==> config.mk <==
export PLATFORM = sky130hd
export DESIGN_NAME = utf8_stream_decoder_unit_flat
export DESIGN_NICKNAME = d
export VERILOG_FILES = /design/src/rtl/utf8sd_pkg.sv /design/src/rtl/utf8sd_req_if.sv /design/src/rtl/utf8sd_rsp_if.sv /design/src/rtl/utf8_stream_decoder_unit.sv /design/src/rtl/utf8sd_front.sv /design/src/rtl/utf8sd_queue.sv /design/src/rtl/utf8sd_back.sv /design/src/flat_wrapper.sv
export VERILOG_INCLUDE_DIRS = /design/src /design/src/rtl
export SDC_FILE = /design/constraint.sdc
export NUM_CORES = 1
export LEC_CHECK = 0
export ABC_AREA = 1
export BUFFER_PORTS_ARGS = -buffer_cell sky130_fd_sc_hd__buf_2
export CELL_PAD_IN_SITES_DETAIL_PLACEMENT = 0
export CELL_PAD_IN_SITES_GLOBAL_PLACEMENT = 1
export CORE_MARGIN = 4
export CORE_UTILIZATION = 42
export CTS_CLUSTER_DIAMETER = 100
export DETAILED_ROUTE_END_ITERATION = 10
export HOLD_SLACK_MARGIN = 0.08
export PLACE_DENSITY = 0.75
export SKIP_CTS_REPAIR_TIMING = 1
export SYNTH_ARGS = -nofsm -noshare
export SYNTH_HDL_FRONTEND = slang
export SYNTH_HIERARCHICAL = 1
export SYNTH_SLANG_ARGS = --single-unit
==> constraint.sdc <==
create_clock -name clock -period 3.1 [get_ports clock]
set_clock_uncertainty 0.15 [all_clocks]
set_input_delay 0.465 -clock clock [delete_from_list [all_inputs] [get_ports clock]]
set_output_delay 0.465 -clock clock [all_outputs]
set_load 0.1 [all_outputs]
==> src/rtl/utf8_stream_decoder_unit_defines.svh <==
// Assertion macros shared by the UTF-8 stream decoder RTL.
// Needs signals named clock and reset in the module that uses them.
`ifndef UTF8_STREAM_DECODER_UNIT_DEFINES_SVH
`define UTF8_STREAM_DECODER_UNIT_DEFINES_SVH

`ifndef SYNTH
`define UTF8SD_ASSERT(label, prop, msg) \
   label: assert property (@(posedge clock) disable iff (reset) prop) \
      else $error(msg);
`define UTF8SD_ASSERT_NEVER(label, cond, msg) \
   label: assert property (@(posedge clock) disable iff (reset) !(cond)) \
      else $error(msg);
`else
`define UTF8SD_ASSERT(label, prop, msg)
`define UTF8SD_ASSERT_NEVER(label, cond, msg)
`endif

`endif

==> src/rtl/utf8sd_pkg.sv <==
// Types and constants of the UTF-8 stream decoder.
// No dependencies; every other file but the assertion macros header imports it.
`default_nettype none

package utf8sd_pkg;

   localparam int CP_W      = 31;
   localparam int LEN_W     = 3;
   localparam int BYTE_W    = 8;
   localparam int PAYLOAD_W = 7;
   localparam int CONT_W    = 6;
   localparam int KIND_W    = 2;

   localparam logic [KIND_W-1:0] KIND_ASCII   = 2'd0;
   localparam logic [KIND_W-1:0] KIND_CONT    = 2'd1;
   localparam logic [KIND_W-1:0] KIND_LEAD    = 2'd2;
   localparam logic [KIND_W-1:0] KIND_INVALID = 2'd3;

   localparam logic [LEN_W-1:0] LEN_ASCII = 3'd1;

   typedef struct packed {
      logic [KIND_W-1:0]    kind;
      logic [LEN_W-1:0]     len;
      logic [PAYLOAD_W-1:0] payload;
      logic                 last;
   } utf8sd_entry_type;

   typedef struct packed {
      logic             valid;
      utf8sd_entry_type entry;
   } utf8sd_push_type;

endpackage

`default_nettype wire

==> src/rtl/utf8sd_req_if.sv <==
// Request channel of the UTF-8 stream decoder: one byte per request.
// Depends on utf8sd_pkg for the field widths.
`default_nettype none

interface utf8sd_req_if;
   import utf8sd_pkg::*;

   logic              valid;
   logic              ready;
   logic [BYTE_W-1:0] byte_in;
   logic              end_of_text;

   modport source (output valid, output byte_in, output end_of_text, input ready);
   modport sink (input valid, input byte_in, input end_of_text, output ready);
endinterface

`default_nettype wire

==> src/rtl/utf8sd_rsp_if.sv <==
// Result channel of the UTF-8 stream decoder: one decoded character or error.
// Depends on utf8sd_pkg for the field widths.
`default_nettype none

interface utf8sd_rsp_if;
   import utf8sd_pkg::*;

   logic             valid;
   logic             ready;
   logic [CP_W-1:0]  code_point;
   logic [LEN_W-1:0] seq_length;
   logic             error;

   modport source (output valid, output code_point, output seq_length, output error,
                   input ready);
   modport sink (input valid, input code_point, input seq_length, input error,
                 output ready);
endinterface

`default_nettype wire

==> src/rtl/utf8_stream_decoder_unit.sv <==
// UTF-8 stream decoder, top level.
//
// Requests on req_bus carry one byte of text each, with end_of_text set on the
// final byte. Bytes in the original one to six byte forms are decoded into
// code points of up to 31 bits. Each completed character gives one result on
// rsp_bus with its code point and length; a lone continuation byte, an FE or
// FF lead, a foreign byte inside a sequence or text ending mid-sequence gives
// one result with error set, and the partial sequence is dropped.
// One request is taken per cycle while the queue is not full. Each accepted
// request is queued; the single decode step, which sets the rate, takes its
// byte from the queue head when the result register is empty or being read.
// When the receiver stalls, the result register holds its contents and up to
// QUEUE_DEPTH further requests are queued before req_bus.ready falls.
// Synchronous reset empties the queue, returns the decoder to idle and
// withdraws any pending result.
`default_nettype none

module utf8_stream_decoder_unit #(
   parameter int QUEUE_DEPTH = 4
) (
   input  logic         clock,
   input  logic         reset,
   utf8sd_req_if.sink   req_bus,
   utf8sd_rsp_if.source rsp_bus
);
   import utf8sd_pkg::*;

   utf8sd_push_type push;
   utf8sd_push_type head;
   logic            queue_full;
   logic            pop;

   utf8sd_front u_front (
      .req_bus    (req_bus),
      .queue_full (queue_full),
      .push       (push)
   );

   utf8sd_queue #(
      .DEPTH (QUEUE_DEPTH)
   ) u_queue (
      .clock (clock),
      .reset (reset),
      .push  (push),
      .full  (queue_full),
      .head  (head),
      .pop   (pop)
   );

   utf8sd_back u_back (
      .clock   (clock),
      .reset   (reset),
      .head    (head),
      .pop     (pop),
      .rsp_bus (rsp_bus)
   );

endmodule

`default_nettype wire

==> src/rtl/utf8sd_front.sv <==
// Front end: accepts request bytes and classifies them for the decode queue.
// Depends on utf8sd_pkg and utf8sd_req_if.
`default_nettype none

module utf8sd_front (
   utf8sd_req_if.sink             req_bus,
   input  logic                   queue_full,
   output utf8sd_pkg::utf8sd_push_type push
);
   import utf8sd_pkg::*;

   logic [BYTE_W-1:0] b;

   assign b = req_bus.byte_in;
   assign req_bus.ready = !queue_full;

   always_comb begin
      push.valid = req_bus.valid && !queue_full;
      push.entry.last = req_bus.end_of_text;
      push.entry.kind = KIND_INVALID;
      push.entry.len = '0;
      push.entry.payload = '0;
      case (b) inside
         [8'h00:8'h7F]: begin
            push.entry.kind = KIND_ASCII;
            push.entry.len = LEN_ASCII;
            push.entry.payload = b[PAYLOAD_W-1:0];
         end
         [8'h80:8'hBF]: begin
            push.entry.kind = KIND_CONT;
            push.entry.payload = PAYLOAD_W'(b & 8'h3F);
         end
         [8'hC0:8'hDF]: begin
            push.entry.kind = KIND_LEAD;
            push.entry.len = LEN_W'(2);
            push.entry.payload = PAYLOAD_W'(b & 8'h1F);
         end
         [8'hE0:8'hEF]: begin
            push.entry.kind = KIND_LEAD;
            push.entry.len = LEN_W'(3);
            push.entry.payload = PAYLOAD_W'(b & 8'h0F);
         end
         [8'hF0:8'hF7]: begin
            push.entry.kind = KIND_LEAD;
            push.entry.len = LEN_W'(4);
            push.entry.payload = PAYLOAD_W'(b & 8'h07);
         end
         [8'hF8:8'hFB]: begin
            push.entry.kind = KIND_LEAD;
            push.entry.len = LEN_W'(5);
            push.entry.payload = PAYLOAD_W'(b & 8'h03);
         end
         [8'hFC:8'hFD]: begin
            push.entry.kind = KIND_LEAD;
            push.entry.len = LEN_W'(6);
            push.entry.payload = PAYLOAD_W'(b & 8'h01);
         end
         default: begin
            push.entry.kind = KIND_INVALID;
         end
      endcase
   end

endmodule

`default_nettype wire

==> src/rtl/utf8sd_queue.sv <==
// Short queue of classified bytes between the front end and the decoder.
// Depends on utf8sd_pkg and the assertion macros header.
`default_nettype none
`include "utf8_stream_decoder_unit_defines.svh"

module utf8sd_queue #(
   parameter int DEPTH = 4
) (
   input  logic                        clock,
   input  logic                        reset,
   input  utf8sd_pkg::utf8sd_push_type push,
   output logic                        full,
   output utf8sd_pkg::utf8sd_push_type head,
   input  logic                        pop
);
   import utf8sd_pkg::*;

   localparam int IDX_W = $clog2(DEPTH);
   localparam int CNT_W = $clog2(DEPTH + 1);

   utf8sd_entry_type entries_ff [DEPTH];
   logic [IDX_W-1:0] wr_ptr_ff, wr_ptr_in;
   logic [IDX_W-1:0] rd_ptr_ff, rd_ptr_in;
   logic [CNT_W-1:0] count_ff, count_in;
   logic             pop_ok;

   assign full = (count_ff == CNT_W'(DEPTH));
   assign head.valid = (count_ff != '0);
   assign head.entry = entries_ff[rd_ptr_ff];
   assign pop_ok = pop && head.valid;

   always_comb begin
      wr_ptr_in = wr_ptr_ff;
      rd_ptr_in = rd_ptr_ff;
      if (push.valid) begin
         wr_ptr_in = (wr_ptr_ff == IDX_W'(DEPTH - 1)) ? '0 : wr_ptr_ff + 1'b1;
      end
      if (pop_ok) begin
         rd_ptr_in = (rd_ptr_ff == IDX_W'(DEPTH - 1)) ? '0 : rd_ptr_ff + 1'b1;
      end
      count_in = count_ff + CNT_W'(push.valid) - CNT_W'(pop_ok);
   end

   always_ff @(posedge clock) begin
      if (reset) begin
         wr_ptr_ff <= '0;
         rd_ptr_ff <= '0;
         count_ff <= '0;
      end else begin
         wr_ptr_ff <= wr_ptr_in;
         rd_ptr_ff <= rd_ptr_in;
         count_ff <= count_in;
      end
   end

   always_ff @(posedge clock) begin
      if (push.valid) begin
         entries_ff[wr_ptr_ff] <= push.entry;
      end
   end

   `UTF8SD_ASSERT_NEVER(a_count_bound, count_ff > CNT_W'(DEPTH), "queue count exceeds depth")
   `UTF8SD_ASSERT(a_count_track, 1'b1 |=> count_ff == $past(count_ff + CNT_W'(push.valid) - CNT_W'(pop && count_ff != '0)), "queue count lost a request")

endmodule

`default_nettype wire

==> src/rtl/utf8sd_back.sv <==
// Back end: runs the sequence decoder on queued bytes and holds the result register.
// Depends on utf8sd_pkg, utf8sd_rsp_if and the assertion macros header.
`default_nettype none
`include "utf8_stream_decoder_unit_defines.svh"

module utf8sd_back (
   input  logic                        clock,
   input  logic                        reset,
   input  utf8sd_pkg::utf8sd_push_type head,
   output logic                        pop,
   utf8sd_rsp_if.source                rsp_bus
);
   import utf8sd_pkg::*;

   logic [LEN_W-1:0] pend_ff, pend_in;
   logic [LEN_W-1:0] total_ff, total_in;
   logic [CP_W-1:0]  accum_ff, accum_in;
   logic             o_valid_ff, o_valid_in;
   logic [CP_W-1:0]  o_cp_ff, o_cp_in;
   logic [LEN_W-1:0] o_len_ff, o_len_in;
   logic             o_err_ff, o_err_in;
   logic             emit;
   logic [CP_W-1:0]  acc_next;
   logic [LEN_W-1:0] pend_next;

   assign pop = head.valid && (!o_valid_ff || rsp_bus.ready);
   assign acc_next = CP_W'({accum_ff, head.entry.payload[CONT_W-1:0]});
   assign pend_next = pend_ff - 1'b1;

   always_comb begin
      pend_in = pend_ff;
      total_in = total_ff;
      accum_in = accum_ff;
      emit = 1'b0;
      o_cp_in = o_cp_ff;
      o_len_in = o_len_ff;
      o_err_in = o_err_ff;
      if (pop) begin
         if (pend_ff == '0) begin
            case (head.entry.kind)
               KIND_ASCII: begin
                  emit = 1'b1;
                  o_cp_in = CP_W'(head.entry.payload);
                  o_len_in = LEN_ASCII;
                  o_err_in = 1'b0;
               end
               KIND_LEAD: begin
                  if (head.entry.last) begin
                     emit = 1'b1;
                     o_cp_in = '0;
                     o_len_in = '0;
                     o_err_in = 1'b1;
                  end else begin
                     pend_in = head.entry.len - 1'b1;
                     total_in = head.entry.len;
                     accum_in = CP_W'(head.entry.payload);
                  end
               end
               default: begin
                  emit = 1'b1;
                  o_cp_in = '0;
                  o_len_in = '0;
                  o_err_in = 1'b1;
               end
            endcase
         end else if (head.entry.kind != KIND_CONT) begin
            emit = 1'b1;
            o_cp_in = '0;
            o_len_in = '0;
            o_err_in = 1'b1;
            pend_in = '0;
            total_in = '0;
            accum_in = '0;
         end else if (pend_next == '0) begin
            emit = 1'b1;
            o_cp_in = acc_next;
            o_len_in = total_ff;
            o_err_in = 1'b0;
            pend_in = '0;
            total_in = '0;
            accum_in = '0;
         end else if (head.entry.last) begin
            emit = 1'b1;
            o_cp_in = '0;
            o_len_in = '0;
            o_err_in = 1'b1;
            pend_in = '0;
            total_in = '0;
            accum_in = '0;
         end else begin
            pend_in = pend_next;
            accum_in = acc_next;
         end
      end
      if (emit) begin
         o_valid_in = 1'b1;
      end else if (rsp_bus.ready) begin
         o_valid_in = 1'b0;
      end else begin
         o_valid_in = o_valid_ff;
      end
   end

   always_ff @(posedge clock) begin
      if (reset) begin
         pend_ff <= '0;
         total_ff <= '0;
         accum_ff <= '0;
         o_valid_ff <= 1'b0;
      end else begin
         pend_ff <= pend_in;
         total_ff <= total_in;
         accum_ff <= accum_in;
         o_valid_ff <= o_valid_in;
      end
   end

   always_ff @(posedge clock) begin
      if (emit) begin
         o_cp_ff <= o_cp_in;
         o_len_ff <= o_len_in;
         o_err_ff <= o_err_in;
      end
   end

   assign rsp_bus.valid = o_valid_ff;
   assign rsp_bus.code_point = o_cp_ff;
   assign rsp_bus.seq_length = o_len_ff;
   assign rsp_bus.error = o_err_ff;

   `UTF8SD_ASSERT(a_pending_in_range, pend_ff != '0 |-> total_ff >= LEN_W'(2) && pend_ff < total_ff, "pending count outside the sequence length")
   `UTF8SD_ASSERT(a_ascii_result, $past(pop) && $past(pend_ff) == '0 && $past(head.entry.kind) == KIND_ASCII |-> o_valid_ff && o_len_ff == LEN_ASCII && !o_err_ff, "single byte character did not produce a result")

endmodule

`default_nettype wire

==> src/flat_wrapper.sv <==
// flat-port wrapper written by rule: the top's interface ports become plain ports
module utf8_stream_decoder_unit_flat import utf8sd_pkg::*;
#(
   parameter int QUEUE_DEPTH = 4
)
  (clock, reset, req_bus_valid, req_bus_byte_in, req_bus_end_of_text, req_bus_ready, rsp_bus_valid, rsp_bus_code_point, rsp_bus_seq_length, rsp_bus_error, rsp_bus_ready);
  utf8sd_req_if req_bus_i ();
  utf8sd_rsp_if rsp_bus_i ();
  input  logic clock;
  input  logic reset;
  input wire logic [$bits(req_bus_i.valid)-1:0] req_bus_valid;
  input wire logic [$bits(req_bus_i.byte_in)-1:0] req_bus_byte_in;
  input wire logic [$bits(req_bus_i.end_of_text)-1:0] req_bus_end_of_text;
  output wire logic [$bits(req_bus_i.ready)-1:0] req_bus_ready;
  output wire logic [$bits(rsp_bus_i.valid)-1:0] rsp_bus_valid;
  output wire logic [$bits(rsp_bus_i.code_point)-1:0] rsp_bus_code_point;
  output wire logic [$bits(rsp_bus_i.seq_length)-1:0] rsp_bus_seq_length;
  output wire logic [$bits(rsp_bus_i.error)-1:0] rsp_bus_error;
  input wire logic [$bits(rsp_bus_i.ready)-1:0] rsp_bus_ready;
  assign req_bus_i.valid = req_bus_valid;
  assign req_bus_i.byte_in = req_bus_byte_in;
  assign req_bus_i.end_of_text = req_bus_end_of_text;
  assign req_bus_ready = req_bus_i.ready;
  assign rsp_bus_valid = rsp_bus_i.valid;
  assign rsp_bus_code_point = rsp_bus_i.code_point;
  assign rsp_bus_seq_length = rsp_bus_i.seq_length;
  assign rsp_bus_error = rsp_bus_i.error;
  assign rsp_bus_i.ready = rsp_bus_ready;
  utf8_stream_decoder_unit #(.QUEUE_DEPTH(QUEUE_DEPTH)) u_core (.clock(clock), .reset(reset), .req_bus(req_bus_i), .rsp_bus(rsp_bus_i));
endmodule
# Word-level counts from Yosys, hierarchy flattened
# Memory sizes are Yosys's and may differ from the RTL's. A register that Yosys moved wholly into a read port is not among the register bits.
# Cells that the tools add are included.
[totals]
register_bits = 74
ramBits = 52
word_cells = 128
mem_count = 1
[memory_table]
columns = ["memory", "words", "word_bits", "read_ports", "rd_ports_with_merged_regs", "write_ports", "line", "text"]
rows = [
  ["u_core.u_queue.entries_ff", 4, 13, 1, 1, 1, "utf8sd_queue.sv:21", "utf8sd_entry_type entries_ff [DEPTH];"],
]
[op_classes]
mux = 68
n_reduce_logical = 22
n_eq_ne = 7
addsub = 6
order_cmp = 14
[op_table]
columns = ["operator", "n"]
rows = [
  ["25-bit two-way mux", 6],
  ["31-bit two-way mux", 4],
  ["3-bit two-way mux", 24],
  ["31-bit one-hot mux with 2 select lines", 1],
  ["8-bit >= comparator (second input constant)", 6],
  ["8-bit less-or-equal comparator (second input constant)", 6],
  ["7-bit two-way mux", 3],
  ["1-bit two-way mux", 20],
  ["2-bit two-way mux", 7],
  ["1-bit logical AND", 10],
  ["8-bit by 1-bit >= comparator with 1-bit output (second input constant)", 1],
  ["8-bit by 7-bit less-or-equal comparator with 1-bit output (second input constant)", 1],
  ["2-bit equality test (second input constant)", 3],
  ["3-bit logical NOT", 2],
  ["3-bit one-hot mux with 2 select lines", 1],
  ["3-bit by 1-bit subtractor with 3-bit output (second input constant)", 2],
  ["2-bit by 1-bit adder with 2-bit output (second input constant)", 2],
  ["4-bit two-way mux", 1],
  ["2-bit by 1-bit != test with 1-bit output (second input constant)", 2],
  ["4-bit AND reduction", 1],
  ["4-bit nonzero test", 1],
  ["3-bit by 1-bit adder with 3-bit output", 1],
  ["3-bit equality test (second input constant)", 1],
  ["3-bit AND reduction", 1],
  ["other kinds (9)", 10],
]

# Logic depth before layout (Yosys ltp)
[depth]
depth_word = 9
depth_mapped = 15
depth_no_buf = 11

# Cells and area by module
# The synthesis kept the hierarchy.
[modules_own_cells]
columns = ["module", "n_inst", "area_each_um2", "cells_each"]
rows = [
  ["utf8sd_back", 1, 3584.7, 466],
  ["utf8sd_queue", 1, 2463.6, 189],
  ["utf8sd_front", 1, 171.4, 36],
]

# Worst setup path after synthesis
# No wires, ideal clock.
[synth_timing]
kind = "reg-to-reg"
from = "register (tool-made name)"
to = "register u_core.u_back.o_cp_ff[0], in the netlist u_core/u_back/rsp_bus.code_point[0], enable pin"
t_required_ns = 2.560
period_less_slack_ns = 2.917
path_stages_with_launch = 13
arrival_ns = 2.377
setup_slack_ns = 0.183
cell_sequence = "dfxtp_1 -> buf_6 -> inv_8 -> buf_12 -> nor2_2 -> o22ai_1 -> nor2_4 -> nand3_2 -> inv_2 -> buf_4 -> nand2_1 -> nand2_1 -> inv_1"
[synth_rtl]
columns = ["item", "line", "text"]
rows = [
  ["end signal, assigned", "utf8sd_back.sv:120", "o_cp_ff <= o_cp_in;"],
  ["end, declared", "utf8sd_back.sv:19", "logic [CP_W-1:0] o_cp_ff, o_cp_in;"],
]

==> results.toml <==
[timing]
grt_setup_unrepaired = "false"
clock.fmax_mhz = 394
setup_viol = 0
timing.final.max_slew_violations = 0
hold_violations = 0
worst-slew-pin-transition_ps = 624
slew-limit-headroom_pct = 58.4
minimum_clock_period_after_layout_ps = 2540
layout_worst_path_cycle_share_pct = 81.9
holdWs_ps = 121
timing.setup.tns_ps = 0

[critical_path]
critical_path.max_stage_delay_ps = 660
start_kind = "register"
regToRegEndpoint = "u_core/u_back/rsp_bus.code_point[13]"
critPathMaxFanout = 28
timing.critical_path.to_type = "register"
slowest_stage = "sky130_fd_sc_hd__dfxtp_1"
critPathTopFamily = "flip-flops"
timing.setup.critical_path_class = "reg2reg"
critical-path-top-cell-by-count = "sky130_fd_sc_hd__nand2_1"
worst_path_required_ps = 3240
r2r_cells = 11
r2r_setup_slk_ps = 560
path_cells = "o21ai_0, o22ai_1, inv_2, nor2_4, nand3_2, inv_2, buf_4, nand2_1, nand2_1, o21ai_0, nand2_1"
worstPathArrival_ps = 2680
worst-path-buf-inv = 3

[drt]
wl_um = 14000
first_pass_iters = 5
vias_per_cell = 5.12
antenna_left = 0
wire_per_inst_um = 15.0
drc = 0
drt_iter0_drc = 306
dr_total_vias = 4791

[clock_tree]
cts.sink_count = 128
buffers_from_clock_root_to_sink_at_most = 2
tritoncts_clock_tree = "yes"
clock-root-buffer = "sky130_fd_sc_hd__clkbuf_16"
clkLatencyLatePin_ps = 420
cts_htree_levels = 4
clock_pin_slew_of_the_registers_on_the_worst_case_setup_and_hold_paths_ps = 60
num_cts_buffers = 17

[floorplan]
fp.coreArea_sq_mm = 0.0145
die_h_um = 130
top_level_ports = 50
die_area_sq_mm = 0.0168
fp.dieW_um = 130
start_util_pct = 42.8
std_cell_rows = 44

[place]
post_place_cells = 903
globalplace.congestion = 0.791
placedInstanceArea_sq_mm = 0.00657
io_buffers = 49
dp_hpwl_um = 9350

[logic_synthesis]
synth_largest_area_cell = "sky130_fd_sc_hd__edfxtp_1"
synth.top_cells.by_area = "sky130_fd_sc_hd__edfxtp_1 42%, sky130_fd_sc_hd__dfxtp_1 13%, sky130_fd_sc_hd__nand2_1 12%"
syn_area_sq_mm = 0.00622
synth.yosys.seq_area_share_pct = 55.2
ys_warn_count = 6
share_of_yosys_cell_area_claimed_by_the_top_area_cell_type_pct = 42.0
synth.lib_cells_used.distinct = 36
postSynthAreaPerCell_sq_um = 9.00
synth_fp_nets = 715
post_synthesis_instance_total = 691
ys_seq_elements = 128

[global_route]
grt_pass1_vias = 4581
grt-ovfl-total = 0
grtUsageTotal_pct = 17.2
antenna_found_initial = 0
pin_count_of_the_biggest_net_entering_global_routing = 38
grt_first_pass_wirelength_um = 22700

[job]
max-cap-violations = 0

[min_path]
hp-class = "in2reg"
worst_hold_path.num_cells = 1
worst_hold_startpoint = "req_bus_end_of_text"
endpoint_worst_hold = "u_core/u_queue/entries_ff[1][0]"

[final_layout]
layout-drive-gt1-share_pct = 18.6
multi_input_comb_area_sq_mm = 0.00231
diode_insertion_count_for_antenna_repair = 0
layoutNonFillerInstCount = 935
area_growth_syn_to_layout_pct = 14.9
fillers = 1352
final_area_sq_mm = 0.00715
layout_net_count = 762
reg_area_sq_mm = 0.00343

[outcome]
run_status = "completed"
[through the flow]
stage / utilization [%] / worst slack [ps]
6_report: 49.2 / 562
5_1_grt: 49.2 / 197
4_1_cts: 49.2 / 555
3_5_place_dp: 45.2 / 582
3_3_place_gp: 45.2 / 646
2_1_floorplan: - / 183
[registers in the layout (all words and copies together) (netlist names), named ones only]
name and cells:
u_core/u_back/accum_ff 25, u_core/u_back/pend_ff 3, u_core/u_back/rsp_bus.code_point 31, u_core/u_back/rsp_bus.error 1, u_core/u_back/rsp_bus.seq_length 3, u_core/u_back/rsp_bus.valid 1
u_core/u_back/total_ff 3, u_core/u_queue/count_ff 3, u_core/u_queue/entries_ff 52, u_core/u_queue/rd_ptr_ff 2, u_core/u_queue/wr_ptr_ff 2
[kinds of logic after synthesis]
family	count (synthesis)	synth area share (%)
simple gates	327	22.8
compound gates	132	11.9
flops	128	55.2
buf+inv	92	7.60
fa+ha+maj	11	2.33
xor+xnor	1	0.141
[routing by layer]
layer	track usage, %	wire, um
met5	0	0
met1	22.6	6360
met2	27.9	6710
met4	7.40	288
met3	3.64	643
[cells in the mapped netlist (all sizes together)]
cell and count:
a21boi 2, a21oi 32, buf 27, clkbuf 7
clkinv 1, dfxtp 41, edfxtp 87, fa 1
ha 10, inv 57, nand2 199, nand3 41
nand3b 1, nand4 6, nor2 78, nor3 2
o21ai 79, o22ai 19, xnor2 1
[cell type report]
cell class / count / area share [%]
inverter: 58 / 3.19
timing repair buffer: 62 / 5.15
tap: 184 / 3.22
multi-input combinational: 471 / 32.4
sequential: 128 / 48.0
clock inverter: 15 / 2.12
clock buffer: 17 / 5.95
[how the worst max path moves through the flow]
stage	from	endpoint	slack (ps)	cells after the start
finish	register	u_core/u_back/rsp_bus.code_point[13]	560	11
global route	register	u_core/u_back/rsp_bus.code_point[13]	200	11
CTS	register	u_core/u_back/rsp_bus.code_point[13]	560	11
detailed placement	register	u_core/u_back/rsp_bus.code_point[13]	580	11
global placement	register	u_core/u_back/rsp_bus.code_point[9]	650	11
floorplan	register	u_core/u_back/rsp_bus.code_point[0]	180	12
[layout by cell type, fill, tap and decap left out]
cell and count:
sky130_fd_sc_hd__buf_4 11, sky130_fd_sc_hd__clkbuf_16 17, sky130_fd_sc_hd__nor2_1 68, sky130_fd_sc_hd__nand4_1 6, sky130_fd_sc_hd__edfxtp_1 87, sky130_fd_sc_hd__nand3_2 12
sky130_fd_sc_hd__inv_4 1, sky130_fd_sc_hd__buf_2 49, sky130_fd_sc_hd__inv_2 5, sky130_fd_sc_hd__nor2_2 8, sky130_fd_sc_hd__o21ai_0 56, sky130_fd_sc_hd__a21oi_4 1
sky130_fd_sc_hd__nand3_1 28, sky130_fd_sc_hd__fa_1 1, sky130_fd_sc_hd__clkinvlp_4 3, sky130_fd_sc_hd__ha_1 10, sky130_fd_sc_hd__inv_1 50, sky130_fd_sc_hd__o21ai_1 21
sky130_fd_sc_hd__buf_12 2, sky130_fd_sc_hd__a21boi_0 2, sky130_fd_sc_hd__a21oi_2 9, sky130_fd_sc_hd__nand3_4 1, sky130_fd_sc_hd__clkinv_1 1, sky130_fd_sc_hd__xnor2_1 1
sky130_fd_sc_hd__inv_6 6, sky130_fd_sc_hd__nand2_1 195, sky130_fd_sc_hd__o21ai_2 2, sky130_fd_sc_hd__nor2_4 2, sky130_fd_sc_hd__nor3_1 2, sky130_fd_sc_hd__nand2_2 4
sky130_fd_sc_hd__inv_8 2, sky130_fd_sc_hd__a21oi_1 22, sky130_fd_sc_hd__dfxtp_1 41, sky130_fd_sc_hd__bufinv_16 1, sky130_fd_sc_hd__o22ai_1 19, sky130_fd_sc_hd__clkinv_4 4
sky130_fd_sc_hd__nand3b_1 1
Power is left out: the tool's default activity adds up to more than one toggle a clock period on the data nets, which glitch-free logic cannot reach.
